===== src/sv/mspl_pkg.sv =====
package mspl_pkg;

    // Fixed-point and field widths
    localparam int DUTY_MAX       = 1023;
    localparam int DUTY_W         = 10;
    localparam int GAIN_FRAC_BITS = 8;
    localparam int TICK_W         = 16;
    localparam int BUDGET_W       = 16;
    localparam int GAIN_W         = 16;
    localparam int INTEG_W        = 32;
    localparam int IMAX_W         = 31;
    localparam int ERR_W          = TICK_W + 1;
    localparam int SUM_W          = INTEG_W + 1;
    localparam int PROD_W         = GAIN_W + INTEG_W + 1;
    localparam int CFG_DATA_W     = 32;
    localparam int CFG_IDX_W      = 2;

    // Input command codes
    typedef enum logic [1:0] {
        CMD_EDGE   = 2'd0,
        CMD_TICK   = 2'd1,
        CMD_TARGET = 2'd2,
        CMD_EMERG  = 2'd3
    } cmd_t;

    // Configuration register indexes
    typedef enum logic [CFG_IDX_W-1:0] {
        CFG_PROP_GAIN  = 2'd0,
        CFG_INTEG_GAIN = 2'd1,
        CFG_INTEG_MIN  = 2'd2,
        CFG_INTEG_MAX  = 2'd3
    } cfg_idx_t;

    // Drive action decided in the front stage
    typedef enum logic [1:0] {
        ACT_HOLD  = 2'd0,
        ACT_PI    = 2'd1,
        ACT_BRAKE = 2'd2
    } act_t;

    typedef struct packed {
        logic signed [GAIN_W-1:0]  prop_gain;
        logic signed [GAIN_W-1:0]  integ_gain;
        logic signed [INTEG_W-1:0] integ_min;
        logic [IMAX_W-1:0]         integ_max;
    } cfg_t;

    typedef struct packed {
        cmd_t                     cmd;
        logic                     second_channel;
        logic signed [TICK_W-1:0] new_target_ticks;
        logic [BUDGET_W-1:0]      new_cycle_budget;
        logic                     brake_request;
    } item_t;

    typedef struct packed {
        act_t                      act;
        logic signed [ERR_W-1:0]   err;
        logic signed [INTEG_W-1:0] integ;
        logic [TICK_W-1:0]         measured;
        logic [BUDGET_W-1:0]       cycles;
        logic                      report;
        logic                      braked;
    } mid_t;

    typedef struct packed {
        logic [DUTY_W-1:0]   duty;
        logic                dir_pin_a;
        logic                dir_pin_b;
        logic [TICK_W-1:0]   measured;
        logic [BUDGET_W-1:0] cycles;
        logic                report;
        logic                braked;
    } res_t;

endpackage


===== src/sv/mspl_item_if.sv =====
interface mspl_item_if;
    logic              valid;
    logic              ready;
    logic [1:0]        cmd;
    logic              second_channel;
    logic signed [15:0] new_target_ticks;
    logic [15:0]       new_cycle_budget;
    logic              brake_request;

    modport source (
        output valid, cmd, second_channel, new_target_ticks, new_cycle_budget,
               brake_request,
        input  ready
    );
    modport sink (
        input  valid, cmd, second_channel, new_target_ticks, new_cycle_budget,
               brake_request,
        output ready
    );
endinterface


===== src/sv/mspl_result_if.sv =====
interface mspl_result_if;
    logic               valid;
    logic               ready;
    logic [9:0]         duty;
    logic               dir_pin_a;
    logic               dir_pin_b;
    logic signed [15:0] measured_ticks;
    logic [15:0]        cycles_left;
    logic               report_valid;
    logic               braked;

    modport source (
        output valid, duty, dir_pin_a, dir_pin_b, measured_ticks, cycles_left,
               report_valid, braked,
        input  ready
    );
    modport sink (
        input  valid, duty, dir_pin_a, dir_pin_b, measured_ticks, cycles_left,
               report_valid, braked,
        output ready
    );
endinterface


===== src/sv/encoder_pi_motor_speed_loop.sv =====
// Channel   Dir   Role
// item      in    events: encoder edge, control tick, new target, emergency
// result    out   drive state after each event, one transaction per item
// cfg_*     in    gain and integrator clamp register writes
//
// One item enters per cycle while the result is taken; a result is offered after the item passes
// the input register, the error/integrator stage and the gain multiply stage.
// The two 16x32 and 16x17 gain multiplies set the cycle time of the last stage.
// Reset clears all loop state and loads the register defaults.
// A stalled result holds the pipeline; item.ready drops only when all stages
// are full and the result is not taken.
module encoder_pi_motor_speed_loop (
    input  logic                                  clk,
    input  logic                                  rst_n,
    input  logic                                  cfg_we,
    input  logic [mspl_pkg::CFG_IDX_W-1:0]        cfg_index,
    input  logic [mspl_pkg::CFG_DATA_W-1:0]       cfg_data,
    mspl_item_if.sink                             item,
    mspl_result_if.source                         result
);
    import mspl_pkg::*;

    cfg_t  cfg_reg;
    item_t item_reg;
    mid_t  mid;
    res_t  res;

    logic s0_valid_reg, s1_valid_reg, out_valid_reg;
    logic out_free, s1_free, s0_move, s1_move, accept;

    // Pipeline flow control
    assign out_free   = !out_valid_reg || result.ready;
    assign s1_move    = s1_valid_reg && out_free;
    assign s1_free    = !s1_valid_reg || out_free;
    assign s0_move    = s0_valid_reg && s1_free;
    assign item.ready = !s0_valid_reg || s1_free;
    assign accept     = item.valid && item.ready;

    always_ff @(posedge clk or negedge rst_n)
    begin
        if (!rst_n)
        begin
            s0_valid_reg  <= 1'b0;
            s1_valid_reg  <= 1'b0;
            out_valid_reg <= 1'b0;
        end
        else
        begin
            if (accept)
                s0_valid_reg <= 1'b1;
            else if (s0_move)
                s0_valid_reg <= 1'b0;
            if (s0_move)
                s1_valid_reg <= 1'b1;
            else if (s1_move)
                s1_valid_reg <= 1'b0;
            if (s1_move)
                out_valid_reg <= 1'b1;
            else if (result.ready)
                out_valid_reg <= 1'b0;
        end
    end

    // Capture the input transaction
    always_ff @(posedge clk)
    begin
        if (accept)
        begin
            item_reg.cmd              <= cmd_t'(item.cmd);
            item_reg.second_channel   <= item.second_channel;
            item_reg.new_target_ticks <= item.new_target_ticks;
            item_reg.new_cycle_budget <= item.new_cycle_budget;
            item_reg.brake_request    <= item.brake_request;
        end
    end

    // Configuration registers
    always_ff @(posedge clk or negedge rst_n)
    begin
        if (!rst_n)
        begin
            cfg_reg.prop_gain  <= GAIN_W'(256);
            cfg_reg.integ_gain <= '0;
            cfg_reg.integ_min  <= -INTEG_W'(65536);
            cfg_reg.integ_max  <= IMAX_W'(65536);
        end
        else if (cfg_we)
        begin
            unique case (cfg_idx_t'(cfg_index))
                CFG_PROP_GAIN:  cfg_reg.prop_gain  <= cfg_data[GAIN_W-1:0];
                CFG_INTEG_GAIN: cfg_reg.integ_gain <= cfg_data[GAIN_W-1:0];
                CFG_INTEG_MIN:  cfg_reg.integ_min  <= cfg_data[INTEG_W-1:0];
                CFG_INTEG_MAX:  cfg_reg.integ_max  <= cfg_data[IMAX_W-1:0];
                default:        cfg_reg.integ_max  <= cfg_reg.integ_max;
            endcase
        end
    end

    mspl_front u_front (
        .clk    (clk),
        .rst_n  (rst_n),
        .item_d (item_reg),
        .step   (s0_move),
        .cfg    (cfg_reg),
        .mid    (mid)
    );

    mspl_drive u_drive (
        .clk   (clk),
        .rst_n (rst_n),
        .mid   (mid),
        .step  (s1_move),
        .cfg   (cfg_reg),
        .res   (res)
    );

    // Drive the result channel
    assign result.valid          = out_valid_reg;
    assign result.duty           = res.duty;
    assign result.dir_pin_a      = res.dir_pin_a;
    assign result.dir_pin_b      = res.dir_pin_b;
    assign result.measured_ticks = res.measured;
    assign result.cycles_left    = res.cycles;
    assign result.report_valid   = res.report;
    assign result.braked         = res.braked;

endmodule


===== src/sv/mspl_front.sv =====
module mspl_front (
    input  logic            clk,
    input  logic            rst_n,
    input  mspl_pkg::item_t item_d,
    input  logic            step,
    input  mspl_pkg::cfg_t  cfg,
    output mspl_pkg::mid_t  mid
);
    import mspl_pkg::*;

    logic [TICK_W-1:0]         tick_count_reg, tick_count_next;
    logic signed [INTEG_W-1:0] integ_reg, integ_next;
    logic [TICK_W-1:0]         target_reg, target_next;
    logic [BUDGET_W-1:0]       budget_reg, budget_next;
    logic                      emerg_reg, emerg_next;
    logic [TICK_W-1:0]         last_meas_reg, last_meas_next;
    mid_t                      mid_reg, mid_next;

    logic signed [ERR_W-1:0] err;
    logic signed [SUM_W-1:0] sum_raw, sum_clamp, imin_ext, imax_ext;
    logic                    brake_now;

    // Speed error and clamped integrator sum
    always_comb
    begin
        err       = $signed({target_reg[TICK_W-1], target_reg})
                  - $signed({tick_count_reg[TICK_W-1], tick_count_reg});
        sum_raw   = $signed({integ_reg[INTEG_W-1], integ_reg})
                  + SUM_W'(err);
        imin_ext  = $signed({cfg.integ_min[INTEG_W-1], cfg.integ_min});
        imax_ext  = $signed({2'b00, cfg.integ_max});
        sum_clamp = sum_raw;
        if (sum_clamp < imin_ext)
            sum_clamp = imin_ext;
        if (sum_clamp > imax_ext)
            sum_clamp = imax_ext;
        brake_now = emerg_reg || (budget_reg == '0);
    end

    // Decode the command and update loop state
    always_comb
    begin
        tick_count_next = tick_count_reg;
        integ_next      = integ_reg;
        target_next     = target_reg;
        budget_next     = budget_reg;
        emerg_next      = emerg_reg;
        last_meas_next  = last_meas_reg;
        mid_next.act    = ACT_HOLD;
        unique case (item_d.cmd)
            CMD_EDGE:
            begin
                if (item_d.second_channel)
                    tick_count_next = tick_count_reg + 1'b1;
                else
                    tick_count_next = tick_count_reg - 1'b1;
            end
            CMD_TICK:
            begin
                tick_count_next = '0;
                last_meas_next  = tick_count_reg;
                if (brake_now)
                    mid_next.act = ACT_BRAKE;
                else
                begin
                    mid_next.act = ACT_PI;
                    integ_next   = sum_clamp[INTEG_W-1:0];
                    budget_next  = budget_reg - 1'b1;
                end
            end
            CMD_TARGET:
            begin
                target_next = item_d.new_target_ticks;
                budget_next = item_d.new_cycle_budget;
                integ_next  = '0;
            end
            CMD_EMERG:
            begin
                emerg_next = item_d.brake_request;
                if (item_d.brake_request)
                    mid_next.act = ACT_BRAKE;
            end
            default:
            begin
                mid_next.act = ACT_HOLD;
            end
        endcase
        mid_next.err      = err;
        mid_next.integ    = sum_clamp[INTEG_W-1:0];
        mid_next.measured = last_meas_next;
        mid_next.cycles   = budget_next;
        mid_next.report   = (item_d.cmd == CMD_TICK);
        mid_next.braked   = emerg_next;
    end

    // Hold loop state
    always_ff @(posedge clk or negedge rst_n)
    begin
        if (!rst_n)
        begin
            tick_count_reg <= '0;
            integ_reg      <= '0;
            target_reg     <= '0;
            budget_reg     <= '0;
            emerg_reg      <= 1'b0;
            last_meas_reg  <= '0;
        end
        else if (step)
        begin
            tick_count_reg <= tick_count_next;
            integ_reg      <= integ_next;
            target_reg     <= target_next;
            budget_reg     <= budget_next;
            emerg_reg      <= emerg_next;
            last_meas_reg  <= last_meas_next;
        end
    end

    // Stage register toward the gain multiply
    always_ff @(posedge clk)
    begin
        if (step)
            mid_reg <= mid_next;
    end

    assign mid = mid_reg;

endmodule


===== src/sv/mspl_drive.sv =====
module mspl_drive (
    input  logic           clk,
    input  logic           rst_n,
    input  mspl_pkg::mid_t mid,
    input  logic           step,
    input  mspl_pkg::cfg_t cfg,
    output mspl_pkg::res_t res
);
    import mspl_pkg::*;

    logic signed [GAIN_W+ERR_W-1:0]   prod_p;
    logic signed [GAIN_W+INTEG_W-1:0] prod_i;
    logic signed [PROD_W-1:0]         gain_sum, shifted;
    logic [PROD_W-1:0]                mag;
    logic [DUTY_W-1:0]                pi_duty;
    logic                             pi_dir;

    logic              dir_reg, dir_next;
    logic [DUTY_W-1:0] duty_reg, duty_next;
    logic              braking_reg, braking_next;
    res_t              res_reg, res_next;

    // Gain products, floor shift, magnitude and saturation
    always_comb
    begin
        prod_p   = (GAIN_W+ERR_W)'(cfg.prop_gain) * (GAIN_W+ERR_W)'(mid.err);
        prod_i   = (GAIN_W+INTEG_W)'(cfg.integ_gain) * (GAIN_W+INTEG_W)'(mid.integ);
        gain_sum = PROD_W'(prod_p) + PROD_W'(prod_i);
        shifted  = gain_sum >>> GAIN_FRAC_BITS;
        if (shifted < 0)
        begin
            mag    = PROD_W'(-shifted);
            pi_dir = 1'b0;
        end
        else
        begin
            mag    = PROD_W'(shifted);
            pi_dir = (shifted != 0);
        end
        if (mag > PROD_W'(DUTY_MAX))
            pi_duty = DUTY_W'(DUTY_MAX);
        else
            pi_duty = mag[DUTY_W-1:0];
    end

    // Apply the drive action and form the result
    always_comb
    begin
        dir_next     = dir_reg;
        duty_next    = duty_reg;
        braking_next = braking_reg;
        unique case (mid.act)
            ACT_PI:
            begin
                dir_next     = pi_dir;
                duty_next    = pi_duty;
                braking_next = 1'b0;
            end
            ACT_BRAKE:
            begin
                duty_next    = '0;
                braking_next = 1'b1;
            end
            ACT_HOLD:
            begin
                braking_next = braking_reg;
            end
            default:
            begin
                braking_next = braking_reg;
            end
        endcase
        if (braking_next)
        begin
            res_next.duty      = '0;
            res_next.dir_pin_a = 1'b1;
            res_next.dir_pin_b = 1'b1;
        end
        else
        begin
            res_next.duty      = duty_next;
            res_next.dir_pin_a = dir_next;
            res_next.dir_pin_b = !dir_next;
        end
        res_next.measured = mid.measured;
        res_next.cycles   = mid.cycles;
        res_next.report   = mid.report;
        res_next.braked   = mid.braked;
    end

    // Hold drive state
    always_ff @(posedge clk or negedge rst_n)
    begin
        if (!rst_n)
        begin
            dir_reg     <= 1'b0;
            duty_reg    <= '0;
            braking_reg <= 1'b0;
        end
        else if (step)
        begin
            dir_reg     <= dir_next;
            duty_reg    <= duty_next;
            braking_reg <= braking_next;
        end
    end

    // Result register
    always_ff @(posedge clk)
    begin
        if (step)
            res_reg <= res_next;
    end

    assign res = res_reg;

endmodule


===== src/flat_wrapper.sv =====
// flat-port wrapper written by rule: the top's interface ports become plain ports
module encoder_pi_motor_speed_loop_flat import mspl_pkg::*;
  (clk, rst_n, cfg_we, cfg_index, cfg_data, item_valid, item_cmd, item_second_channel, item_new_target_ticks, item_new_cycle_budget, item_brake_request, item_ready, result_valid, result_duty, result_dir_pin_a, result_dir_pin_b, result_measured_ticks, result_cycles_left, result_report_valid, result_braked, result_ready);
  mspl_item_if item_i ();
  mspl_result_if result_i ();
  input  logic clk;
  input  logic rst_n;
  input  logic cfg_we;
  input  logic [mspl_pkg::CFG_IDX_W-1:0] cfg_index;
  input  logic [mspl_pkg::CFG_DATA_W-1:0] cfg_data;
  input wire logic [$bits(item_i.valid)-1:0] item_valid;
  input wire logic [$bits(item_i.cmd)-1:0] item_cmd;
  input wire logic [$bits(item_i.second_channel)-1:0] item_second_channel;
  input wire logic [$bits(item_i.new_target_ticks)-1:0] item_new_target_ticks;
  input wire logic [$bits(item_i.new_cycle_budget)-1:0] item_new_cycle_budget;
  input wire logic [$bits(item_i.brake_request)-1:0] item_brake_request;
  output wire logic [$bits(item_i.ready)-1:0] item_ready;
  output wire logic [$bits(result_i.valid)-1:0] result_valid;
  output wire logic [$bits(result_i.duty)-1:0] result_duty;
  output wire logic [$bits(result_i.dir_pin_a)-1:0] result_dir_pin_a;
  output wire logic [$bits(result_i.dir_pin_b)-1:0] result_dir_pin_b;
  output wire logic [$bits(result_i.measured_ticks)-1:0] result_measured_ticks;
  output wire logic [$bits(result_i.cycles_left)-1:0] result_cycles_left;
  output wire logic [$bits(result_i.report_valid)-1:0] result_report_valid;
  output wire logic [$bits(result_i.braked)-1:0] result_braked;
  input wire logic [$bits(result_i.ready)-1:0] result_ready;
  assign item_i.valid = item_valid;
  assign item_i.cmd = item_cmd;
  assign item_i.second_channel = item_second_channel;
  assign item_i.new_target_ticks = item_new_target_ticks;
  assign item_i.new_cycle_budget = item_new_cycle_budget;
  assign item_i.brake_request = item_brake_request;
  assign item_ready = item_i.ready;
  assign result_valid = result_i.valid;
  assign result_duty = result_i.duty;
  assign result_dir_pin_a = result_i.dir_pin_a;
  assign result_dir_pin_b = result_i.dir_pin_b;
  assign result_measured_ticks = result_i.measured_ticks;
  assign result_cycles_left = result_i.cycles_left;
  assign result_report_valid = result_i.report_valid;
  assign result_braked = result_i.braked;
  assign result_i.ready = result_ready;
  encoder_pi_motor_speed_loop u_core (.clk(clk), .rst_n(rst_n), .cfg_we(cfg_we), .cfg_index(cfg_index), .cfg_data(cfg_data), .item(item_i), .result(result_i));
endmodule

===== config.mk =====
export PLATFORM = sky130hd
export DESIGN_NAME = encoder_pi_motor_speed_loop_flat
export DESIGN_NICKNAME = d
export VERILOG_FILES = /design/src/sv/mspl_pkg.sv /design/src/sv/mspl_item_if.sv /design/src/sv/mspl_result_if.sv /design/src/sv/encoder_pi_motor_speed_loop.sv /design/src/sv/mspl_front.sv /design/src/sv/mspl_drive.sv /design/src/flat_wrapper.sv
export SDC_FILE = /design/constraint.sdc
export NUM_CORES = 2
export LEC_CHECK = 0
export BUFFER_PORTS_ARGS = -buffer_cell sky130_fd_sc_hd__buf_2
export CAP_MARGIN = 20
export CORE_MARGIN = 2
export CORE_UTILIZATION = 35
export CTS_BUF_LIST = sky130_fd_sc_hd__clkbuf_8
export DETAILED_ROUTE_END_ITERATION = 7
export PLACE_DENSITY = 0.62
export RECOVER_POWER = 25
export SLEW_MARGIN = 15
export SYNTH_ARGS = -nofsm -noshare
export SYNTH_HDL_FRONTEND = slang
export SYNTH_SLANG_ARGS = --single-unit

===== constraint.sdc =====
create_clock -name clk -period 21.1 [get_ports clk]
set_input_delay 2.11 -clock clk [delete_from_list [all_inputs] [get_ports clk]]
set_output_delay 2.11 -clock clk [all_outputs]
set_load 0.005 [all_outputs]

==> Yosys cells after proc, flatten, opt, wreduce, memory -nomap -nowiden <==
Cells that the tools add are included.
{ "classes": {"n_mul": 2, "n_eq_ne": 9, "n_reduce_logical": 27, "muxes": 25, "n_addsub": 7, "magnitude_cmp": 4} }
{ "op_table": {"columns": ["op", "count"], "rows": [
  ["$mux W32", 2],
  ["$pmux W16 S2", 2],
  ["$pmux W32 S2", 1],
  ["$add A33 B48 Y49", 1],
  ["$gt A49 B10 Y1 const B", 1],
  ["$mux W49", 1],
  ["$neg A41 Y49", 1],
  ["$reduce_bool A49 Y1", 1],
  ["$mul A16 B32 Y48", 1],
  ["$mux W16", 3],
  ["$lt A41 B1 Y1 const B", 1],
  ["$add A32 B17 Y33", 1],
  ["$gt A33 B32 Y1", 1],
  ["$lt A33 B32 Y1", 1],
  ["$mul A16 B17 Y33", 1],
  ["$mux W33", 1],
  ["$sub A16 B1 Y16 const B", 2],
  ["$pmux W10 S2", 1],
  ["$sub A16 B16 Y17", 1],
  ["$add A16 B1 Y16 const B", 1],
  ["$logic_not A16 Y1", 1],
  ["$reduce_and A2 Y1", 6],
  ["$eq A2 B2 Y1 const B", 5],
  ["$mux W10", 1],
  ["other kinds (12)", 36]
]} }
{ "word_totals": {"ff_bits": 374, "out_inout_bits": 48, "wordCells": 109, "input_bits": 75} }

==> Depth between registers and ports, before layout <==
{ "depth": {"word_depth": 8, "depth_mapped": 59, "depth_no_buf": 56} }

==> Modules after synthesis <==
A second synthesis with hierarchy kept.
{ "hier_totals": {"cells_unflattened": 5095, "area_unflattened_um2": 50892.6} }
{ "modules_own_cells": {"columns": ["module", "cells_each", "seq_area_each_um2", "n_inst", "area_each_um2"], "rows": [
  ["mspl_drive", 3651, 1681.6, 1, 33568.4],
  ["mspl_front", 1194, 4979.8, 1, 12535.8],
  ["encoder_pi_motor_speed_loop", 250, 3555.9, 1, 4788.3]
]} }

==> Least setup slack after synthesis <==
No wires, ideal clock.
{ "synth_timing": {"path_type": "register to register", "startpoint": "register u_core.u_front.target_reg[0]", "endpoint": "register u_core.u_front.integ_reg[21]", "setup_ns": 0.121, "arrival_time_ns": 10.030, "setup_slack_ns": 10.949, "path_buffers": 3, "path_stages_with_launch": 56, "period_less_slack_ns": 10.151, "required_time_ns": 20.979, "path_cell_list": "dfrtp_1 -> inv_1 -> ha_1 -> inv_1 -> fa_1 -> a21o_1 -> a21oi_1 -> o21ai_0 -> a21oi_1 -> o21ai_0 -> a21oi_1 -> o21ai_0 -> a21oi_1 -> o21bai_1 -> a21oi_1 -> o21bai_1 -> a21oi_1 -> nor2b_1 -> [... 20 more ...] -> clkbuf_1 -> nand2_1 -> o21ai_0 -> ha_1 -> a21o_1 -> a21o_1 -> a21oi_1 -> a21oi_1 -> a211oi_1 -> o21ai_0 -> a21oi_1 -> a21oi_1 -> o41ai_1 -> nor3_1 -> o22ai_1 -> clkbuf_1 -> mux2_2 -> a22o_1"} }
{ "synth_lines": {"columns": ["item", "line", "rtl"], "rows": [
  ["from (decl)", "mspl_front.sv:13", "logic [TICK_W-1:0] target_reg, target_next;"],
  ["from (signal assigned)", "mspl_front.sv:112", "target_reg <= target_next;"],
  ["to (signal assigned)", "mspl_front.sv:111", "integ_reg <= integ_next;"],
  ["to (decl)", "mspl_front.sv:12", "logic signed [INTEG_W-1:0] integ_reg, integ_next;"]
]} }

==> Worst setup path after layout <==
{ "layout_timing": {"startpoint": "register u_core.u_front.mid_reg, in the netlist u_core.u_front.mid[82]", "endpoint": "register u_core.u_drive.res_reg, in the netlist u_core.u_drive.res[40] (data pin)"} }
{ "layout_via": {"elab_chain_len": 7, "word_cells_on_any_way": 8, "classes_between": "add/sub (2); mul (1); order compare (2); mux (3)"} }
{ "layout_rtl": {"columns": ["item", "line", "rtl"], "rows": [
  ["from (decl)", "mspl_front.sv:17", "mid_t mid_reg, mid_next;"],
  ["from (signal assigned)", "mspl_front.sv:123", "mid_reg <= mid_next;"],
  ["$mul A16 B17 Y33 *", "mspl_drive.sv:26", "prod_p = (GAIN_W+ERR_W)'(cfg.prop_gain) * (GAIN_W+ERR_W)'(mid.err);"],
  ["$add A33 B48 Y49 *", "mspl_drive.sv:28", "gain_sum = PROD_W'(prod_p) + PROD_W'(prod_i);"],
  ["$neg A41 Y49 or $lt A41 B1 Y1 (tied branches)", "mspl_drive.sv:32, mspl_drive.sv:30", null],
  ["$mux W49 *", "mspl_drive.sv:30", "if (shifted < 0)"],
  ["$gt A49 B10 Y1", "mspl_drive.sv:40", "if (mag > PROD_W'(DUTY_MAX))"],
  ["$mux W10 *", "mspl_drive.sv:40", null],
  ["$pmux W10 S2 *", "mspl_drive.sv:52", "unique case (mid.act)"],
  ["to (signal assigned)", "mspl_drive.sv:112", "res_reg <= res_next;"],
  ["to (decl)", "mspl_drive.sv:21", "res_t res_reg, res_next;"]
]} }
Every way passes the cells marked *; elsewhere a longest branch is shown, timed or not.
A chain may end at the register's enable or synchronous reset.

==> results_dict.tcl <==
set metrics [dict create \
    cts.sinks 374 \
    violations "capacitance limit, slew limit" \
    io_buffers 122 \
    start_util_pct 35.1 \
    criticalPathCategory "flop to flop" \
    dr.pass1.iters 5 \
    cts_buffers 58 \
    cp.arrival_ps 12080 \
    critPathTopFamily "adder cells" \
    areaGrowthSynthToFinish_pct 7.83 \
    clockBufferDepth 3 \
    htreeDepth 2 \
    avgSynthCellArea_um2 9.96 \
    finalInstanceArea_um2 53400 \
    worst_slew_pin_slew_ps 5310 \
    grt_pass1_vias 37200 \
    cp-end-kind "flop" \
    antenna_found_initial 18 \
    synth_area_leaders "fa_1 (35%), edfxtp_1 (10%), dfrtp_1 (9.6%), ha_1 (7.9%), inv_1 (7.8%)" \
    drc 0 \
    grt_pass1_wl_um 208000 \
    rows 138 \
    min_path_cells 0 \
    path_buf_inv 5 \
    r2r-start "u_core.u_front.mid[82]" \
    min_period_ps 11690 \
    fin_tns_setup_ps 0 \
    hp-start "u_core.u_front.mid[19]" \
    synthFlopType "dfrtp_1" \
    yosysTopAreaCellShare_pct 35.5 \
    ys_seq_area_share_pct 20.6 \
    cts_tree "done" \
    max_stage_delay_ps 890 \
    synth-seq-cells 374 \
    die_h_um 380 \
    cts_root_buffer "clkbuf_8" \
    yosysTopAreaCell "fa_1" \
    ctsHoldBuffers 0 \
    whs_endpoint "u_core.u_drive.res[19]" \
    required_ps 21490 \
    fp.coreArea_um2 141000 \
    dieArea_um2 144000 \
    rsz0062_at_grt "false" \
    gp_congestion 0.866 \
    ant_nets 0 \
    syn_nets 6235 \
    nets 6261 \
    synth_edf_count 167 \
    vias 34500 \
    max_slew_margin_pct -254 \
    routed_wirelength_um 128000 \
    drtIter0Drc 2392 \
    ff2ff_setup_slack_ps 9410 \
    overflow 0 \
    grt_use_total_pct 18.0 \
    grt_max_degree 95 \
    wl_per_cell_um 18.5 \
    rr_worst_depth 30 \
    crit_path_frequent_cell "fa_1" \
    yosysUniqueCellTypes 90 \
    startpoint_type "flop" \
    hold_violations 0 \
    yosys-top-cells-count "inv_1 (1025), fa_1 (877), nand2_1 (643)" \
    cts_resized 0 \
    dpl.hpwl_um 103000 \
    r2r_end "u_core.u_drive.res[40]" \
    syn_inst 4971 \
    min_path_type "flop to flop" \
    clk_pin_slew_ps 60 \
    drive_above_1_share_pct 9.19 \
    clock_latency_ps 690 \
    dpl-instance-area_um2 52100 \
    io_pins 123 \
    largest_reg_flops 95 \
    slowest_stage "nor4_4" \
    post-route-period-util_pct 55.4 \
    outcome "complete, but fails checks" \
    setup_viol 0 \
    async_flop_share_pct 55.3 \
    yosysMostFrequentCell "inv_1" \
    post_cts.repair.setup_buffers 0 \
    fmax_mhz 85.5 \
    syn_area_um2 49500 \
    slew_violations 95 \
    cp_max_fo 24 \
    cap_violations 1 \
    die_x_um 380 \
    yosysWarnings 0 \
    clock_skew_ps 42.6 \
    viasPerCell 4.97 \
]
==> per-stage QoR <==
step           hold WS [ps]  worst slack, ps  utilization [%]  instances
6_report                420             9410             37.9       6940
5_1_grt                 427             8580             37.9       6939
4_1_cts                 420             9370             37.9       6937
3_3_place_gp            403             9650             37.0       6827
2_1_floorplan           400            10950                -       4971
3_5_place_dp            405             9420             37.0       6827
==> cell families (layout without fill, tap and decap cells) <==
group,count (synthesis),in the layout,synth area share (%)
other cells,0,3,0
mux,193,193,4.36
buf+inv,1217,1293,9.29
compound gates,566,566,7.66
xor+xnor,92,92,1.63
simple gates,1340,1340,13.1
fa+ha+maj,1189,1189,43.3
flops,374,374,20.6
==> routing by layer <==
metal  GRT usage [%]  up-vias  wire, um
met5               0        -       183
met3            2.67      216      7970
li1                -    15600         -
met2            30.0     1057     59700
met1            24.8    17600     57200
met4            4.16       26      3070
==> cell type report <==
class,instances,area (um^2)
Antenna cell,3,7.51
Clock buffer,65,895
Clock inverter,45,440
Fill cell,14000,87500
Inverter,1025,3850
Multi-Input combinational cell,3380,34800
Sequential cell,374,10200
Tap cell,1890,2360
Timing Repair Buffer,158,862
==> worst max path at each step <==
stage	startpoint	end	cells past startpoint	slack (ps)
4_1_cts	u_core.u_front.mid[82]	u_core.u_drive.res[40]	30	9370
6_report	u_core.u_front.mid[82]	u_core.u_drive.res[40]	30	9410
2_1_floorplan	u_core.u_front.target_reg[0]	u_core.u_front.integ_reg[21]	55	10950
3_5_place_dp	u_core.u_front.mid[82]	u_core.u_drive.res[40]	30	9420
5_1_grt	u_core.u_front.mid[82]	u_core.u_drive.res[40]	30	8580
3_3_place_gp	u_core.u_front.mid[82]	u_core.u_drive.res[39]	30	9650
==> cells in the final DEF (no fill, tap or decap), drive strengths merged, types with 11 or more instances in the layout <==
master,instances
o21bai,20
o211ai,11
clkbuf,76
and3,14
o41ai,15
nand3,37
inv,1036
a21boi,15
and2,325
nor2,121
o31ai,13
nand2,643
xnor2,66
or3,15
xor2,26
nor3,44
nand2b,34
a22o,54
nand4,24
mux2i,12
dfstp,18
dfrtp,189
a21oi,100
nor2b,41
ha,312
a21o,54
edfxtp,167
o21ai,156
a211oi,14
buf,147
o21a,22
a31oi,21
fa,877
mux2,181
clkinv,24
Power is left out: the tool's default activity adds up to more than one toggle a clock period on the data nets, which glitch-free logic cannot reach.
